<file path="src/design/assert_macros.svh">
// Assertion macros used by the tracker design file.
`ifndef ASSERT_MACROS_SVH
`define ASSERT_MACROS_SVH
`ifndef SYNTHESIS
`define ASSERT_RST(lbl, clk, rst_n, prop, msg) \
    lbl: assert property (@(posedge clk) disable iff (!rst_n) prop) else $error(msg);
`define ASSERT_ALW(lbl, clk, prop, msg) \
    lbl: assert property (@(posedge clk) prop) else $error(msg);
`else
`define ASSERT_RST(lbl, clk, rst_n, prop, msg)
`define ASSERT_ALW(lbl, clk, prop, msg)
`endif
`endif

</file>
<file path="src/design/lbpt_pkg.sv">
`default_nettype none
package lbpt_pkg;
    localparam int MAX_FRAMES_DEF = 16;
    localparam int OFS_W          = 31;
    localparam int CNT_W          = 32;
    localparam int CFG_W          = 5;
    localparam int CFG_IDX_W      = 1;

    localparam logic [CFG_IDX_W-1:0] CFG_FRAME_SIZE_LOG2 = 1'd0;
    localparam logic [CFG_IDX_W-1:0] CFG_FRAMES_IN_USE   = 1'd1;

    localparam logic [CFG_W-1:0] FSL_RESET = 5'd12;
    localparam logic [CFG_W-1:0] FIU_RESET = 5'd16;

    typedef enum logic [1:0] {
        S_IDLE,
        S_RD,
        S_CMP,
        S_UPD
    } t_state;

    typedef struct packed {
        logic             mode;
        logic [OFS_W-1:0] offset;
    } t_in_item;

    typedef struct packed {
        logic             hit;
        logic [3:0]       found_position;
        logic [OFS_W-1:0] block_base;
        logic             evicted;
        logic             evicted_dirty;
        logic [OFS_W-1:0] evicted_base;
        logic [CNT_W-1:0] hit_count;
        logic [CNT_W-1:0] miss_count;
        logic [CNT_W-1:0] writeback_count;
    } t_out_item;
endpackage
`default_nettype wire

</file>
<file path="src/design/lru_buffer_pool_tracker.sv">
// Channel   Direction  Handshake              Payload
// input     in         i_valid / o_ready      lbpt_pkg::t_in_item
// result    out        o_valid / i_ready      lbpt_pkg::t_out_item
// config    in         i_cfg_we (no wait)     i_cfg_idx, i_cfg_data
// Each accepted access is scanned with a read and a compare step per resident position
// until a hit or the list end, then updated; no new access is taken until then.
// The scan reads the frame base memory one position at a time through its single read port.
// Reset is synchronous and active low; it empties the pool and clears the counters.
// A result beat waits in the output register; the next access is taken meanwhile but
// holds in its update step until that beat has gone.
`default_nettype none
`include "assert_macros.svh"
module lru_buffer_pool_tracker #(
    parameter int MAX_FRAMES = lbpt_pkg::MAX_FRAMES_DEF
) (
    input  wire logic                            i_clk,
    input  wire logic                            i_rst_n,
    input  wire logic                            i_cfg_we,
    input  wire logic [lbpt_pkg::CFG_IDX_W-1:0]  i_cfg_idx,
    input  wire logic [lbpt_pkg::CFG_W-1:0]      i_cfg_data,
    input  wire logic                            i_valid,
    output logic                                 o_ready,
    input  wire lbpt_pkg::t_in_item              i_in,
    output logic                                 o_valid,
    input  wire logic                            i_ready,
    output lbpt_pkg::t_out_item                  o_out
);
    localparam int PW = $clog2(MAX_FRAMES);
    localparam int CW = $clog2(MAX_FRAMES + 1);
    localparam int LW = (CW > lbpt_pkg::CFG_W) ? CW : lbpt_pkg::CFG_W;
    localparam int OW = lbpt_pkg::OFS_W;
    localparam int NW = lbpt_pkg::CNT_W;

    lbpt_pkg::t_state   r_state, n_state;
    logic [4:0]         r_fsl;
    logic [4:0]         r_fiu;
    logic [PW-1:0]      r_order [MAX_FRAMES];
    logic [PW-1:0]      n_order [MAX_FRAMES];
    logic               r_dirty [MAX_FRAMES];
    logic               n_dirty [MAX_FRAMES];
    logic [CW-1:0]      r_count, n_count;
    logic [CW-1:0]      r_k, n_k;
    logic [PW-1:0]      r_slot, n_slot;
    logic [PW-1:0]      r_pos, n_pos;
    logic               r_hit, n_hit;
    logic               r_wr, n_wr;
    logic [OW-1:0]      r_base, n_base;
    logic [OW-1:0]      r_evb, n_evb;
    logic [NW-1:0]      r_hits, n_hits;
    logic [NW-1:0]      r_miss, n_miss;
    logic [NW-1:0]      r_wbs, n_wbs;
    logic               r_out_valid, n_out_valid;
    lbpt_pkg::t_out_item r_out, n_out;

    logic [LW-1:0]      lim;
    logic               full;
    logic               evict;
    logic               do_shift;
    logic [PW-1:0]      slot;
    logic [CW-1:0]      last;
    logic               ram_we;
    logic               ram_re;
    logic [PW-1:0]      ram_raddr;
    logic [OW-1:0]      ram_rdata;

    lbpt_ram #(
        .WIDTH(OW),
        .DEPTH(MAX_FRAMES)
    ) u_bases (
        .i_clk  (i_clk),
        .i_we   (ram_we),
        .i_waddr(slot),
        .i_wdata(r_base),
        .i_re   (ram_re),
        .i_raddr(ram_raddr),
        .o_rdata(ram_rdata)
    );

    always_comb begin
        lim = LW'(r_fiu);
        if (lim == '0) begin
            lim = LW'(1);
        end
        if (lim > LW'(MAX_FRAMES)) begin
            lim = LW'(MAX_FRAMES);
        end
        full     = LW'(r_count) >= lim;
        evict    = !r_hit && full;
        do_shift = r_hit || evict;
        slot     = evict ? r_order[0] : r_slot;
        last     = r_count - CW'(1);
    end

    always_comb begin
        n_state     = r_state;
        n_order     = r_order;
        n_dirty     = r_dirty;
        n_count     = r_count;
        n_k         = r_k;
        n_slot      = r_slot;
        n_pos       = r_pos;
        n_hit       = r_hit;
        n_wr        = r_wr;
        n_base      = r_base;
        n_evb       = r_evb;
        n_hits      = r_hits;
        n_miss      = r_miss;
        n_wbs       = r_wbs;
        n_out       = r_out;
        n_out_valid = r_out_valid && !i_ready;
        o_ready     = 1'b0;
        ram_we      = 1'b0;
        ram_re      = 1'b0;
        ram_raddr   = r_order[r_k[PW-1:0]];
        unique case (r_state)
            lbpt_pkg::S_IDLE: begin
                o_ready = 1'b1;
                if (i_valid) begin
                    n_wr    = i_in.mode;
                    n_base  = i_in.offset & (OW'({OW{1'b1}}) << r_fsl);
                    n_k     = '0;
                    n_state = lbpt_pkg::S_RD;
                end
            end
            lbpt_pkg::S_RD: begin
                n_slot = r_order[r_k[PW-1:0]];
                if (r_k == r_count) begin
                    n_hit   = 1'b0;
                    n_pos   = '0;
                    n_state = lbpt_pkg::S_UPD;
                end else begin
                    ram_re  = 1'b1;
                    n_state = lbpt_pkg::S_CMP;
                end
            end
            lbpt_pkg::S_CMP: begin
                if (r_k == '0) begin
                    n_evb = ram_rdata;
                end
                if (ram_rdata == r_base) begin
                    n_hit   = 1'b1;
                    n_pos   = r_k[PW-1:0];
                    n_state = lbpt_pkg::S_UPD;
                end else begin
                    n_k     = r_k + CW'(1);
                    n_state = lbpt_pkg::S_RD;
                end
            end
            lbpt_pkg::S_UPD: begin
                if (!r_out_valid || i_ready) begin
                    n_state     = lbpt_pkg::S_IDLE;
                    n_out_valid = 1'b1;
                    ram_we      = !r_hit;
                    for (int i = 0; i < MAX_FRAMES; i++) begin
                        if (do_shift) begin
                            if (CW'(i) == last) begin
                                n_order[i] = slot;
                            end else if (CW'(i) >= CW'(r_pos) && CW'(i) < last) begin
                                n_order[i] = r_order[(i + 1) % MAX_FRAMES];
                            end
                        end
                    end
                    n_dirty[slot] = r_hit ? (r_dirty[slot] | r_wr) : r_wr;
                    if (!r_hit && !full) begin
                        n_count = r_count + CW'(1);
                    end
                    if (r_hit) begin
                        n_hits = (&r_hits) ? r_hits : r_hits + NW'(1);
                    end else begin
                        n_miss = (&r_miss) ? r_miss : r_miss + NW'(1);
                    end
                    if (evict && r_dirty[r_order[0]]) begin
                        n_wbs = (&r_wbs) ? r_wbs : r_wbs + NW'(1);
                    end
                    n_out.hit             = r_hit;
                    n_out.found_position  = r_hit ? 4'(r_pos) : 4'd0;
                    n_out.block_base      = r_base;
                    n_out.evicted         = evict;
                    n_out.evicted_dirty   = evict && r_dirty[r_order[0]];
                    n_out.evicted_base    = evict ? r_evb : '0;
                    n_out.hit_count       = n_hits;
                    n_out.miss_count      = n_miss;
                    n_out.writeback_count = n_wbs;
                end
            end
            default: begin
                n_state = lbpt_pkg::S_IDLE;
            end
        endcase
    end

    always_ff @(posedge i_clk) begin
        if (!i_rst_n) begin
            r_state     <= lbpt_pkg::S_IDLE;
            r_fsl       <= lbpt_pkg::FSL_RESET;
            r_fiu       <= lbpt_pkg::FIU_RESET;
            r_count     <= '0;
            r_hits      <= '0;
            r_miss      <= '0;
            r_wbs       <= '0;
            r_out_valid <= 1'b0;
            for (int i = 0; i < MAX_FRAMES; i++) begin
                r_order[i] <= PW'(i);
                r_dirty[i] <= 1'b0;
            end
        end else begin
            r_state     <= n_state;
            r_count     <= n_count;
            r_hits      <= n_hits;
            r_miss      <= n_miss;
            r_wbs       <= n_wbs;
            r_out_valid <= n_out_valid;
            r_order     <= n_order;
            r_dirty     <= n_dirty;
            if (i_cfg_we) begin
                unique case (i_cfg_idx)
                    lbpt_pkg::CFG_FRAME_SIZE_LOG2: r_fsl <= i_cfg_data;
                    lbpt_pkg::CFG_FRAMES_IN_USE:   r_fiu <= i_cfg_data;
                    default: ;
                endcase
            end
        end
    end

    always_ff @(posedge i_clk) begin
        r_k    <= n_k;
        r_slot <= n_slot;
        r_pos  <= n_pos;
        r_hit  <= n_hit;
        r_wr   <= n_wr;
        r_base <= n_base;
        r_evb  <= n_evb;
        r_out  <= n_out;
    end

    assign o_valid = r_out_valid;
    assign o_out   = r_out;

    `ASSERT_RST(a_count_max, i_clk, i_rst_n, r_count <= CW'(MAX_FRAMES),
        "occupancy above pool size")
    `ASSERT_RST(a_cmp_after_rd, i_clk, i_rst_n,
        (r_state == lbpt_pkg::S_CMP) |-> ($past(r_state) == lbpt_pkg::S_RD),
        "compare without read")
    `ASSERT_RST(a_accept_scan, i_clk, i_rst_n,
        (i_valid && o_ready) |=> (r_state == lbpt_pkg::S_RD),
        "accepted access did not start scan")
    `ASSERT_RST(a_out_from_upd, i_clk, i_rst_n,
        $rose(r_out_valid) |-> ($past(r_state) == lbpt_pkg::S_UPD),
        "result beat not from update")
endmodule
`default_nettype wire

</file>
<file path="src/design/lbpt_ram.sv">
`default_nettype none
module lbpt_ram #(
    parameter int WIDTH = 31,
    parameter int DEPTH = 16,
    localparam int AW   = $clog2(DEPTH)
) (
    input  wire logic             i_clk,
    input  wire logic             i_we,
    input  wire logic [AW-1:0]    i_waddr,
    input  wire logic [WIDTH-1:0] i_wdata,
    input  wire logic             i_re,
    input  wire logic [AW-1:0]    i_raddr,
    output logic      [WIDTH-1:0] o_rdata
);
    logic [WIDTH-1:0] r_mem [DEPTH];

    always_ff @(posedge i_clk) begin
        if (i_we) begin
            r_mem[i_waddr] <= i_wdata;
        end
        if (i_re) begin
            o_rdata <= r_mem[i_raddr];
        end
    end
endmodule
`default_nettype wire

</file>
<file path="config.mk">
export PLATFORM = sky130hd
export DESIGN_NAME = lru_buffer_pool_tracker
export DESIGN_NICKNAME = d
export VERILOG_FILES = /design/src/design/lbpt_pkg.sv /design/src/design/lru_buffer_pool_tracker.sv /design/src/design/lbpt_ram.sv
export VERILOG_INCLUDE_DIRS = /design/src /design/src/design
export SDC_FILE = /design/constraint.sdc
export NUM_CORES = 1
export LEC_CHECK = 0
export BUFFER_PORTS_ARGS = -buffer_cell sky130_fd_sc_hd__buf_2
export CAP_MARGIN = 20
export CORE_MARGIN = 4
export CORE_UTILIZATION = 58
export DETAILED_ROUTE_END_ITERATION = 8
export PLACE_DENSITY = 0.76
export SYNTH_ARGS = -nofsm -noshare
export SYNTH_HDL_FRONTEND = slang
export SYNTH_SLANG_ARGS = --single-unit
</file>
<file path="constraint.sdc">
create_clock -name i_clk -period 28.5 [get_ports i_clk]
set_input_delay 1.425 -clock i_clk [delete_from_list [all_inputs] [get_ports i_clk]]
set_output_delay 1.425 -clock i_clk [all_outputs]
set_load 0.1 [all_outputs]
</file>
==> metrics.md <==
| Metric | Value |
|---|---|
| Number of warning messages in the yosys log | `0` |
| Post-CTS clock slew at the launch and capture registers of the worst setup and hold paths | `around 70 ps` |
| Vias post-DR | `25600` |
| Initial Utilization | `58.7%` |
| Average footprint of a synthesized cell | `13.8 um2` |
| Post-CTS setup buffer count | `0` |
| CP required | `around 29000 ps` |
| Cell types occupying the most area after synthesis | `sky130_fd_sc_hd__edfxtp_1 (57%), sky130_fd_sc_hd__dfxtp_1 (9.6%), sky130_fd_sc_hd__mux4_1 (4.4%), sky130_fd_sc_hd__mux2i_1 (2.8%), sky130_fd_sc_hd__nand2_1 (2.7%)` |
| Relative area change from synthesis to final layout | `12.7%` |
| Maximum clock frequency | `about 200 MHz` |
| Classification of the worst-slack hold path | `reg -> reg` |
| Crit share post-route | `between 15 and 20%` |
| Outcome | `finished clean` |
| Pre-CTS worst setup slack | `23490 ps` |
| Post-DP HPWL | `about 60 mm` |
| Drt initial violations | `around 2600` |
| Final Skew | `34.5 ps` |
| Number of enable-type register cells in the synthesized netlist | `between 700 and 800` |
| # hold bufs at CTS | `0` |
| Pre-Repair DR Iteration Count | `6` |
| Worst-Skew Late Latency | `roughly 650 ps` |
| Synthesis-stage register bit count | `approximately 960` |
| Routed WL | `between 90 and 100 mm` |
| Most numerous cell in the Yosys netlist | `sky130_fd_sc_hd__edfxtp_1` |
| P_int | `about 2.3 mW` |
| Category of cells accounting for the largest share of critical-path delay | `buffers and inverters` |
| Die Y-Extent | `272 um` |
| Area of the core | `between 0.06 and 0.07 mm2` |
| Synth cell count leaders | `sky130_fd_sc_hd__edfxtp_1 (769), sky130_fd_sc_hd__nand2_1 (293), sky130_fd_sc_hd__nor2_1 (209)` |
| Count of endpoints failing hold in the final timing report | `0` |
| CP Launch Type | `flip-flop` |
| Post-detailed-route count of antenna-violating nets | `0` |
| Slew Viols, Final | `0` |
| Sum of buffers and inverters on the critical path | `5` |
| Pwr Total | `3.02 mW` |
| Total number of nets in the final design | `approximately 3200` |
| Cell type with the highest occurrence count on the critical path | `sky130_fd_sc_hd__buf_4` |
| Number of antenna diodes | `0` |
| Element type at the critical path end | `flip-flop` |
| Number of buffers added by the clock tree synthesis step | `95` |
| Slew at the pin with the worst max-slew slack | `~1100 ps` |
| Post-detailed-route wirelength per cell | `23.5 um` |
| CP Data Arrival Time | `around 5400 ps` |
| Pwr per Cell Area | `66.4 mW/mm2` |
| Total grt overflow | `0` |
| Global-route wire length before repair | `roughly 150 mm` |
| CTS tree | `built` |
| Max-slew headroom | `about a quarter` |
| Total Routing Usage GR | `about 26%` |
| IO buf count | `~210` |
| CTS H-tree lvls | `3` |
| RSZ-0062 raised after global routing | `no` |
| Count of instances resized after the clock tree is built | `0` |
| Final Worst Setup Slack | `~23000 ps` |
| Clock tree buffer depth | `3` |
| Number of max-cap violations | `0` |
| Number of distinct library cells after synthesis | `71` |
| Switching portion of total power | `22.7%` |
| Maximum number of pins on one net before global-route repair | `around 140` |
| Top Ports | `210` |
| Number of nets produced by synthesis | `slightly below 3000` |
| Sink Count | `between 900 and 1000` |
| Cell leakage power | `~16 nW` |
| Number of antenna violations at the first check in global routing | `1` |
| Net switching power of the design | `~690 uW` |
| Number of rows in the core area | `96` |
| Final critical path time including I/O delays and setup | `5060 ps` |
| Horizontal extent of the die | `~270 um` |
| # fillers | `around 4700` |
| Cell accounting for the most synthesized area | `sky130_fd_sc_hd__edfxtp_1` |
| Worst-path cell with the longest stage delay | `sky130_fd_sc_hd__buf_4` |
| Share of post-route cells with drive strength above 1 | `15.0%` |
| Routed vias/inst | `approximately 6.2` |
| Ys flop type | `sky130_fd_sc_hd__edfxtp_1` |
| Part of the power in combinational logic | `6.8%` |
| Total Negative Setup Slacks | `0 ps` |
| Maximum vdd ir drop | `0.0499 mV` |
| Clock tree root driver cell | `sky130_fd_sc_hd__clkbuf_16` |
| Final Wtd Congestion | `between 0.8 and 0.9` |
| Slowest Stage Delay on Critical Path | `between 700 and 800 ps` |
| Vias in the first global route | `around 25000` |
| DRC | `0` |
| Post-synth design cell area | `0.0404 mm2` |
| Critical path, cell by cell | `buf_4 > mux4_1 > mux2_2 > mux2i_4 > buf_4 > inv_6 > buf_4 > buf_4 > mux2i_1 > a221oi_1 > a21oi_1 > nand2_1` |
| Number of instances in the synthesized netlist | `just under 3000` |
| Clk pwr share | `just over 40%` |
| Max Fanout on Critical Path | `roughly 70` |
| DIE AREA | `0.0739 mm2` |
| Proportion of synthesized flip-flops having asynchronous set or reset | `0%` |
| Final setup violation count | `0` |
| Worst setup path category | `reg -> reg` |
| Yosys top cell area share | `between 50% and 60%` |
| Fraction of power consumed by sequential logic | `51.7%` |
| Proportion of synthesized chip area in sequential cells | `between 60% and 70%` |
==> worst reg2reg max path: cells and delay by family, from the launching register on <==
kind | cells | cell delay (ps)
compound gates | 2 | 350
mux | 4 | 1400
flops | 1 | 340
buf+inv | 5 | 2620
simple gates | 1 | 80
==> cell usage in the layout, fill, tap and decap left out, drive strengths merged, types with 13 or more instances in the layout <==
cell / instances
buf: 274
mux4: 85
nand2b: 13
and2: 60
ha: 14
o21ai: 101
inv: 32
xnor2: 120
mux2i: 114
nand3: 74
edfxtp: 769
and3: 18
o211ai: 31
a21oi: 181
nor2: 209
a221oi: 62
clkinv: 40
nand2: 293
dfxtp: 194
nor3: 71
nand4: 60
xor2: 93
nor4: 21
clkbuf: 120
or3: 16
==> stage by stage <==
| step | instance area [um2] | util, % | hold WS, ps | std cells |
|---|---|---|---|---|
| final | 45500 | 66.1 | 474 | 4142 |
| after global routing | 45500 | 66.1 | 497 | 4142 |
| after CTS | 45400 | 66.0 | 478 | 4138 |
| after detailed placement | 42300 | 61.5 | 462 | 3961 |
| after global placement | 42300 | 61.4 | 448 | 3958 |
| after floorplan | 40400 | - | 437 | 2923 |
==> per-layer routing <==
metal  vias up  wire [um]  GRT usage [%]
li1      11500          -              -
met2      1279      46700           41.9
met4         0       3070           9.06
met1     12600      39100           35.1
met5         -          0              0
met3       198       8590           4.82
==> final cells by class <==
cell class	instances	area [um2]	share of cell area (%)
multi-input cells	1768	12500	27.5
clock inverters	58	611	1.34
repair buffers	275	1580	3.47
flip-flops and latches	963	27000	59.3
inverters	28	120	0.264
well taps	931	1160	2.56
clock buffers	119	2520	5.54
==> registers in the layout (all words and copies together) (netlist names) <==
register,count
o_out,165
u_bases.r_mem,496
r_count,5
r_hits,32
r_wr,1
r_miss,32
r_k,5
r_order,64
r_pos,4
r_fiu,5
r_fsl,5
r_evb,31
r_state,2
r_base,31
r_wbs,32
r_slot,4
u_bases.o_rdata,31
r_dirty,16
r_hit,1
o_valid,1
==> worst paths after layout <==
path | startpoint | endpoint | slack (ps) | depth (start not counted)
worst max-delay path | r_k[0]$_SDFFCE_PN0P_ | u_bases.o_rdata[28]$_DFFE_PP_ | 23440 | 12
worst min-delay path | u_bases.o_rdata[17]$_DFFE_PP_ | r_evb[17]$_DFFE_PP_ | 470 | 0
worst max register to register | r_k[0]$_SDFFCE_PN0P_ | u_bases.o_rdata[28]$_DFFE_PP_ | 23440 | 12
worst min register to register | u_bases.o_rdata[17]$_DFFE_PP_ | r_evb[17]$_DFFE_PP_ | 470 | 0
==> power groups by stage <==
| stage | Sequential [mW] | Clock, mW | Combinational [mW] |
|---|---|---|---|
| global placement | 1.59 | 0 | 0.195 |
| global route | 1.56 | 1.33 | 0.220 |
| finish | 1.56 | 1.25 | 0.207 |
| CTS | 1.56 | 1.27 | 0.204 |
| detailed placement | 1.59 | 0 | 0.201 |
| floorplan | 1.59 | 0 | 0.142 |
==> kinds of logic after synthesis <==
kind of cell | after synthesis | synth area share, %
DFF | 963 | 66.8
and+or+nand+nor | 878 | 10.2
xor gates and xnor gates | 213 | 4.62
muxes | 205 | 8.39
buffers and inverters | 192 | 2.46
adders and majority gates | 14 | 0.434
AOI/OAI and AO/OA | 458 | 7.09
(Power assumes the default switching activity.)
